<file path="config.mk">
export PLATFORM = sky130hd
export DESIGN_NAME = divider_and_timer_counter_top
export DESIGN_NICKNAME = d
export VERILOG_FILES = /design/src/design/dtc_pkg.sv /design/src/design/divider_and_timer_counter_top.sv /design/src/design/dtc_core.sv
export VERILOG_INCLUDE_DIRS = /design/src /design/src/design
export SDC_FILE = /design/constraint.sdc
export NUM_CORES = 1
export LEC_CHECK = 0
export ABC_AREA = 1
export BUFFER_PORTS_ARGS = -buffer_cell sky130_fd_sc_hd__clkbuf_2
export CAP_MARGIN = 20
export CORE_ASPECT_RATIO = 1.25
export CORE_MARGIN = 2
export CORE_UTILIZATION = 50
export CTS_CLUSTER_SIZE = 24
export DETAILED_ROUTE_END_ITERATION = 8
export HOLD_SLACK_MARGIN = 0.03
export PLACE_DENSITY_LB_ADDON = 0.12
export SLEW_MARGIN = 10
export SYNTH_ARGS = -nofsm -noshare
export SYNTH_HDL_FRONTEND = slang
export SYNTH_SLANG_ARGS = --single-unit
</file>
<file path="constraint.sdc">
create_clock -name clk_i -period 3.5 [get_ports clk_i]
set_clock_uncertainty 0.2 [all_clocks]
set_input_delay 0.175 -clock clk_i [delete_from_list [all_inputs] [get_ports clk_i]]
set_output_delay 0.175 -clock clk_i [all_outputs]
set_load 0.005 [all_outputs]
</file>
<file path="src/design/divider_and_timer_counter_top_macros.svh">
// assertion macros for the divider and timer counter
// used by dtc_core and divider_and_timer_counter_top, expects clk_i and rst_ni in scope
`ifndef DIVIDER_AND_TIMER_COUNTER_TOP_MACROS_SVH
`define DIVIDER_AND_TIMER_COUNTER_TOP_MACROS_SVH

// same-cycle implication
`define DTC_ASSERT_NOW(name, ante, cons, msg) \
  name: assert property (@(posedge clk_i) disable iff (!rst_ni) (ante) |-> (cons)) \
    else $error(msg);

// next-cycle implication
`define DTC_ASSERT_NEXT(name, ante, cons, msg) \
  name: assert property (@(posedge clk_i) disable iff (!rst_ni) (ante) |=> (cons)) \
    else $error(msg);

`endif

</file>
<file path="src/design/dtc_pkg.sv">
// shared types, codes and period table for the divider and timer counter
// no dependencies
package dtc_pkg;

  typedef enum logic [1:0] {
    CMD_TICK  = 2'd0,
    CMD_WRITE = 2'd1,
    CMD_READ  = 2'd2
  } cmd_e;

  typedef enum logic [1:0] {
    SEL_DIV  = 2'd0,
    SEL_TIMA = 2'd1,
    SEL_TMA  = 2'd2,
    SEL_TAC  = 2'd3
  } sel_e;

  localparam int unsigned TacEnableBit = 2;
  localparam logic [8:0]  DivLimit     = 9'd255;
  localparam logic [7:0]  TimaMax      = 8'hff;
  localparam logic signed [11:0] PeriodReset = 12'sd1024;

  typedef struct packed {
    cmd_e       cmd;
    logic [7:0] cycles;
    sel_e       sel;
    logic [7:0] data;
  } dtc_item_t;

  typedef struct packed {
    logic [7:0] read_data;
    logic       timer_irq;
  } dtc_result_t;

  function automatic logic signed [11:0] rate_period(input logic [1:0] rate);
    logic signed [11:0] p;
    case (rate)
      2'd0:    p = 12'sd1024;
      2'd1:    p = 12'sd16;
      2'd2:    p = 12'sd64;
      2'd3:    p = 12'sd256;
      default: p = 12'sd1024;
    endcase
    return p;
  endfunction

endpackage

</file>
<file path="src/design/divider_and_timer_counter_top.sv">
// top level of the divider and timer counter: input register, core, result register
// depends on dtc_pkg, dtc_core and divider_and_timer_counter_top_macros.svh
//
// channel  | signals                                               | direction
// input    | in_valid_i, in_ready_o, command_i, cycles_i,          | in
//          | reg_select_i, write_data_i                            |
// output   | out_valid_o, out_ready_i, read_data_o, timer_irq_o    | out
//
// one transaction per cycle while the output is not stalled; input passes the input register, then the result register
// the input register feeds one pass through the core, whose state and result
// register load together, so consecutive transactions see updated state
// reset clears valids and timer state, down-counter restarts at 1024
// a stalled output holds the result and the input register behind it
`include "divider_and_timer_counter_top_macros.svh"

module divider_and_timer_counter_top (
  input  logic       clk_i,
  input  logic       rst_ni,
  input  logic       in_valid_i,
  output logic       in_ready_o,
  input  logic [1:0] command_i,
  input  logic [7:0] cycles_i,
  input  logic [1:0] reg_select_i,
  input  logic [7:0] write_data_i,
  output logic       out_valid_o,
  input  logic       out_ready_i,
  output logic [7:0] read_data_o,
  output logic       timer_irq_o
);
  import dtc_pkg::*;

  logic        in_valid_q;
  dtc_item_t   item_q;
  logic        out_valid_q;
  dtc_result_t res_q;
  dtc_result_t core_res;
  logic        advance;
  logic        fire;
  logic        in_take;

  assign advance    = !out_valid_q || out_ready_i;
  assign fire       = in_valid_q && advance;
  assign in_ready_o = !in_valid_q || advance;
  assign in_take    = in_valid_i && in_ready_o;

  always_ff @(posedge clk_i or negedge rst_ni) begin
    if (!rst_ni) begin
      in_valid_q <= 1'b0;
    end else if (in_ready_o) begin
      in_valid_q <= in_valid_i;
    end
  end

  always_ff @(posedge clk_i) begin
    if (in_take) begin
      item_q.cmd    <= cmd_e'(command_i);
      item_q.cycles <= cycles_i;
      item_q.sel    <= sel_e'(reg_select_i);
      item_q.data   <= write_data_i;
    end
  end

  dtc_core u_core (
    .clk_i  (clk_i),
    .rst_ni (rst_ni),
    .fire_i (fire),
    .item_i (item_q),
    .res_o  (core_res)
  );

  always_ff @(posedge clk_i or negedge rst_ni) begin
    if (!rst_ni) begin
      out_valid_q <= 1'b0;
    end else if (advance) begin
      out_valid_q <= in_valid_q;
    end
  end

  always_ff @(posedge clk_i) begin
    if (fire) begin
      res_q <= core_res;
    end
  end

  assign out_valid_o = out_valid_q;
  assign read_data_o = res_q.read_data;
  assign timer_irq_o = res_q.timer_irq;

  `DTC_ASSERT_NEXT(a_take_loads, in_take, in_valid_q, "accepted transaction not registered")
  `DTC_ASSERT_NEXT(a_fire_shows, fire, out_valid_q, "processed transaction has no result")
  `DTC_ASSERT_NOW(a_irq_no_data, out_valid_q && res_q.timer_irq, res_q.read_data == 8'd0, "irq with read data")

endmodule

</file>
<file path="src/design/dtc_core.sv">
// divider and timer state registers with their single-pass update logic
// depends on dtc_pkg and divider_and_timer_counter_top_macros.svh
`include "divider_and_timer_counter_top_macros.svh"

module dtc_core (
  input  logic                clk_i,
  input  logic                rst_ni,
  input  logic                fire_i,
  input  dtc_pkg::dtc_item_t  item_i,
  output dtc_pkg::dtc_result_t res_o
);
  import dtc_pkg::*;

  logic [7:0]         div_q, div_d;
  logic [7:0]         div_cnt_q, div_cnt_d;
  logic [7:0]         tima_q, tima_d;
  logic [7:0]         tma_q, tma_d;
  logic [2:0]         tac_q, tac_d;
  logic signed [11:0] cyc_rem_q, cyc_rem_d;

  logic [8:0]         div_sum;
  logic signed [11:0] cyc_diff;
  dtc_result_t        res;

  assign div_sum  = {1'b0, div_cnt_q} + {1'b0, item_i.cycles};
  assign cyc_diff = cyc_rem_q - $signed({4'b0000, item_i.cycles});

  always_comb begin
    div_d         = div_q;
    div_cnt_d     = div_cnt_q;
    tima_d        = tima_q;
    tma_d         = tma_q;
    tac_d         = tac_q;
    cyc_rem_d     = cyc_rem_q;
    res.read_data = 8'd0;
    res.timer_irq = 1'b0;
    case (item_i.cmd)
      CMD_TICK: begin
        if (div_sum >= DivLimit) begin
          div_cnt_d = 8'd0;
          div_d     = div_q + 8'd1;
        end else begin
          div_cnt_d = div_sum[7:0];
        end
        if (tac_q[TacEnableBit]) begin
          if (cyc_diff[11] || (cyc_diff == 12'sd0)) begin
            cyc_rem_d = rate_period(tac_q[1:0]);
            if (tima_q == TimaMax) begin
              tima_d        = tma_q;
              res.timer_irq = 1'b1;
            end else begin
              tima_d = tima_q + 8'd1;
            end
          end else begin
            cyc_rem_d = cyc_diff;
          end
        end
      end
      CMD_WRITE: begin
        case (item_i.sel)
          SEL_DIV:  div_d  = 8'd0;
          SEL_TIMA: tima_d = item_i.data;
          SEL_TMA:  tma_d  = item_i.data;
          SEL_TAC: begin
            tac_d = item_i.data[2:0];
            if (item_i.data[1:0] != tac_q[1:0]) begin
              cyc_rem_d = rate_period(item_i.data[1:0]);
            end
          end
          default: ;
        endcase
      end
      CMD_READ: begin
        case (item_i.sel)
          SEL_DIV:  res.read_data = div_q;
          SEL_TIMA: res.read_data = tima_q;
          SEL_TMA:  res.read_data = tma_q;
          SEL_TAC:  res.read_data = {5'd0, tac_q};
          default:  res.read_data = 8'd0;
        endcase
      end
      default: ;
    endcase
  end

  assign res_o = res;

  always_ff @(posedge clk_i or negedge rst_ni) begin
    if (!rst_ni) begin
      div_q     <= 8'd0;
      div_cnt_q <= 8'd0;
      tima_q    <= 8'd0;
      tma_q     <= 8'd0;
      tac_q     <= 3'd0;
      cyc_rem_q <= PeriodReset;
    end else if (fire_i) begin
      div_q     <= div_d;
      div_cnt_q <= div_cnt_d;
      tima_q    <= tima_d;
      tma_q     <= tma_d;
      tac_q     <= tac_d;
      cyc_rem_q <= cyc_rem_d;
    end
  end

  `DTC_ASSERT_NOW(a_div_cnt_range, 1'b1, {1'b0, div_cnt_q} < DivLimit, "divider count out of range")
  `DTC_ASSERT_NOW(a_cyc_rem_range, 1'b1, (cyc_rem_q > 12'sd0) && (cyc_rem_q <= PeriodReset), "down-counter out of range")
  `DTC_ASSERT_NOW(a_irq_source, fire_i && res.timer_irq, (item_i.cmd == CMD_TICK) && tac_q[TacEnableBit] && (tima_q == TimaMax), "irq without timer overflow")

endmodule
</file>
==> results.sh <==
export IMPL_clock_sinks=78
export IMPL_synthArstFlopShare=0.628
export IMPL_drt_iter0_drc=226
export IMPL_use_met3=0.0409
export IMPL_total_leakage_power_nw=2.74
export IMPL_drv_slew=0
export IMPL_cts_tree="built"
export IMPL_synth_fp_nets=624
export IMPL_r2r_start="item_q[10]"
export IMPL_power_density_nw_per_um2=731
export IMPL_cp_data_required_time_ns=3.53
export IMPL_drc=0
export IMPL_n_antenna_cell=0
export IMPL_port_buffers=34
export IMPL_first_pass_iters=4
export IMPL_p_switching_mw=1.61
export IMPL_grt_max_degree=34
export IMPL_cp_startpoint="item_q[10]"
export IMPL_root_buffer="clkbuf_16"
export IMPL_path_clk_slew_ns=0.06
export IMPL_avgSynthCellArea_um2=8.12
export IMPL_max_freq_ghz=0.361
export IMPL_grt_pass1_vias=4163
export IMPL_clockBufferDepth=2
export IMPL_hold_path_class="reg2reg"
export IMPL_fin_cells=772
export IMPL_wl_per_cell_um=14.4
export IMPL_antenna_found_initial=0
export IMPL_die_area_um2=10200
export IMPL_met2_usage=0.442
export IMPL_yosysSeqAreaShare=0.446
export IMPL_pwr_share_seq=0.348
export IMPL_cp_start_kind="register"
export IMPL_r2r_slack_ns=0.73
export IMPL_hpwl_um=8180
export IMPL_hp_start="u_core.div_q[7]"
export IMPL_fin_crit_ns=2.77
export IMPL_switching_share=0.395
export IMPL_fin_tns_setup_ns=0
export IMPL_hold_viol_final=0
export IMPL_vdd_drop_max_uv=373
export IMPL_slew_limit_headroom=0.409
export IMPL_fillCellCount=850
export IMPL_synth_ff_type="dfrtp_1"
export IMPL_intPower_mw=2.46
export IMPL_path_class="reg2reg"
export IMPL_setup_viol=0
export IMPL_cap_violations=0
export IMPL_cp_max_fo=11
export IMPL_fin_crit_sh=0.791
export IMPL_grt_busiest_layer="met2"
export IMPL_synth_area_um2=4710
export IMPL_grtUsageMet1=0.273
export IMPL_synth_edff_count=29
export IMPL_start_util=0.513
export IMPL_netlist_instances=580
export IMPL_layout_nets=688
export IMPL_drive_gt1_frac=0.145
export IMPL_ant_nets=0
export IMPL_worst_hold_slack_ns=0.268
export IMPL_synth_cell_types=47
export IMPL_io_pins=35
export IMPL_dr_total_vias=3999
export IMPL_rsz0062_at_grt="false"
export IMPL_grt_ovfl_total=0
export IMPL_worstMarginPinSlew_ns=0.886
export IMPL_cts_resized=0
export IMPL_final_core_util=0.607
export IMPL_viasPerCell=5.18
export IMPL_dieWidth_um=90.8
export IMPL_status="finished, final reports clean"
export IMPL_rows=39
export IMPL_layout_common_cells="151 x nand2_1, 86 x inv_1, 48 x dfrtp_1, 46 x nand3_1, 43 x o21ai_0"
export IMPL_clk_latency_ns=0.33
export IMPL_syn_to_final_growth_pct=18.4
export IMPL_final_common_cell="nand2_1"
export IMPL_ys_ff_latch=78
export IMPL_postCtsHoldBufs=25
export IMPL_crit_path_end_kind="register"
export IMPL_cp_data_arrival_time_ns=2.79
export IMPL_coreArea_um2=9170
export IMPL_grt_use_total=0.238
export IMPL_power_frac_comb=0.410
export IMPL_placedCellCount=731
export IMPL_wirelength_um=11100
export IMPL_grt_pass1_wl_um=19300
export IMPL_h_tree_depth=3
export IMPL_cts_buffers=9
export IMPL_die_y_um=112
export IMPL_globalplace_congestion=0.862
export IMPL_post_cts_setup_buffers=0
export IMPL_yosys_warnings=0
export IMPL_clkPwrFrac=0.242
## cells by family after synthesis
family / share of synthesized area
muxes: 0.00239
AOI/OAI and AO/OA: 0.120
and+or+nand+nor: 0.266
buffers and inverters: 0.0816
xor gates and xnor gates: 0.0279
DFF: 0.446
adders and majority gates: 0.0564
## cells in the mapped netlist (all sizes together) (2+ instances only)
| library cell | number | area [um2] |
|---|---|---|
| a21oi | 25 | 151 |
| a221oi | 3 | 26.3 |
| a31oi | 5 | 31.3 |
| buf | 4 | 28.8 |
| clkbuf | 5 | 18.8 |
| dfrtp | 48 | 1200 |
| edfxtp | 29 | 871 |
| fa | 2 | 40.0 |
| ha | 18 | 225 |
| inv | 88 | 333 |
| nand2 | 167 | 691 |
| nand3 | 54 | 318 |
| nand4 | 5 | 31.3 |
| nor2 | 39 | 159 |
| nor3 | 3 | 15.0 |
| nor4 | 2 | 12.5 |
| o211ai | 3 | 22.5 |
| o21ai | 45 | 225 |
| o221ai | 2 | 17.5 |
| o22ai | 3 | 18.8 |
| o31ai | 4 | 40.0 |
| or2 | 2 | 12.5 |
| xnor2 | 3 | 26.3 |
| xor2 | 12 | 105 |
## routing by layer
metal | vias to the layer above | part of all wire
li1 | 2037 | -
met1 | 1861 | 0.40
met2 | 81 | 0.53
met3 | 20 | 0.041
met4 | 0 | 0.022
met5 | - | 0
## registers in the layout, summed over array words and instances, names as in the netlist
register          cells
item_q               20
u_core.cyc_rem_q     12
read_data_o           8
u_core.div_cnt_q      8
u_core.div_q          8
u_core.tima_q         8
u_core.tma_q          8
u_core.tac_q          3
in_valid_q            1
out_valid_o           1
timer_irq_o           1
## critical path, stage by stage (launching register included)
cell and delay [ns]:
edfxtp_1 0.40, ha_1 0.21, inv_1 0.12, fa_1 0.43
inv_1 0.10, nand2_1 0.05, nor2_1 0.11, nand3_1 0.08
nor2_1 0.12, nand2_2 0.08, nor2_4 0.09, nand3_4 0.11
nand2_4 0.17, inv_4 0.07, nand2_8 0.09, nand2_4 0.08
nand2_1 0.09, nand2_1 0.05
## metrics by stage
stage	power (mW)	setup WS, ns	cell area [um2]
final	4.07	0.732	5570
after global routing	4.42	0.482	5570
after CTS	4.10	0.716	5570
after detailed placement	3.06	0.721	5010
after global placement	3.03	0.804	5010
after floorplan	2.68	1.07	4710
## cell type report
type                    instances  area [um2]  share of cell area
flip-flops and latches         78        2100               0.377
multi-input cells             404        2220               0.399
clock inverters                 6        86.3              0.0155
well taps                     123         154              0.0276
repair buffers                 62         443              0.0795
clock buffers                  10         229              0.0411
inverters                      89         337              0.0604
## path summary, 6_finish.rpt
path	end	cells past startpoint
worst max-delay path	u_core.tima_q[0]	17
worst min-delay path	u_core.div_q[7]	2
worst max register to register	u_core.tima_q[0]	17
worst min register to register	u_core.div_q[7]	2
max in group asynchronous	u_core.cyc_rem_q[10]	3
min in group asynchronous	u_core.div_q[5]	2
## power by group through the flow
stage | Clock [mW] | Combinational [mW] | Sequential (mW)
final | 0.984 | 1.67 | 1.42
after global routing | 1.04 | 1.93 | 1.46
after CTS | 1.00 | 1.67 | 1.42
after detailed placement | 0 | 1.64 | 1.43
after global placement | 0 | 1.60 | 1.43
after floorplan | 0 | 1.31 | 1.36
(Power assumes the default switching activity.)
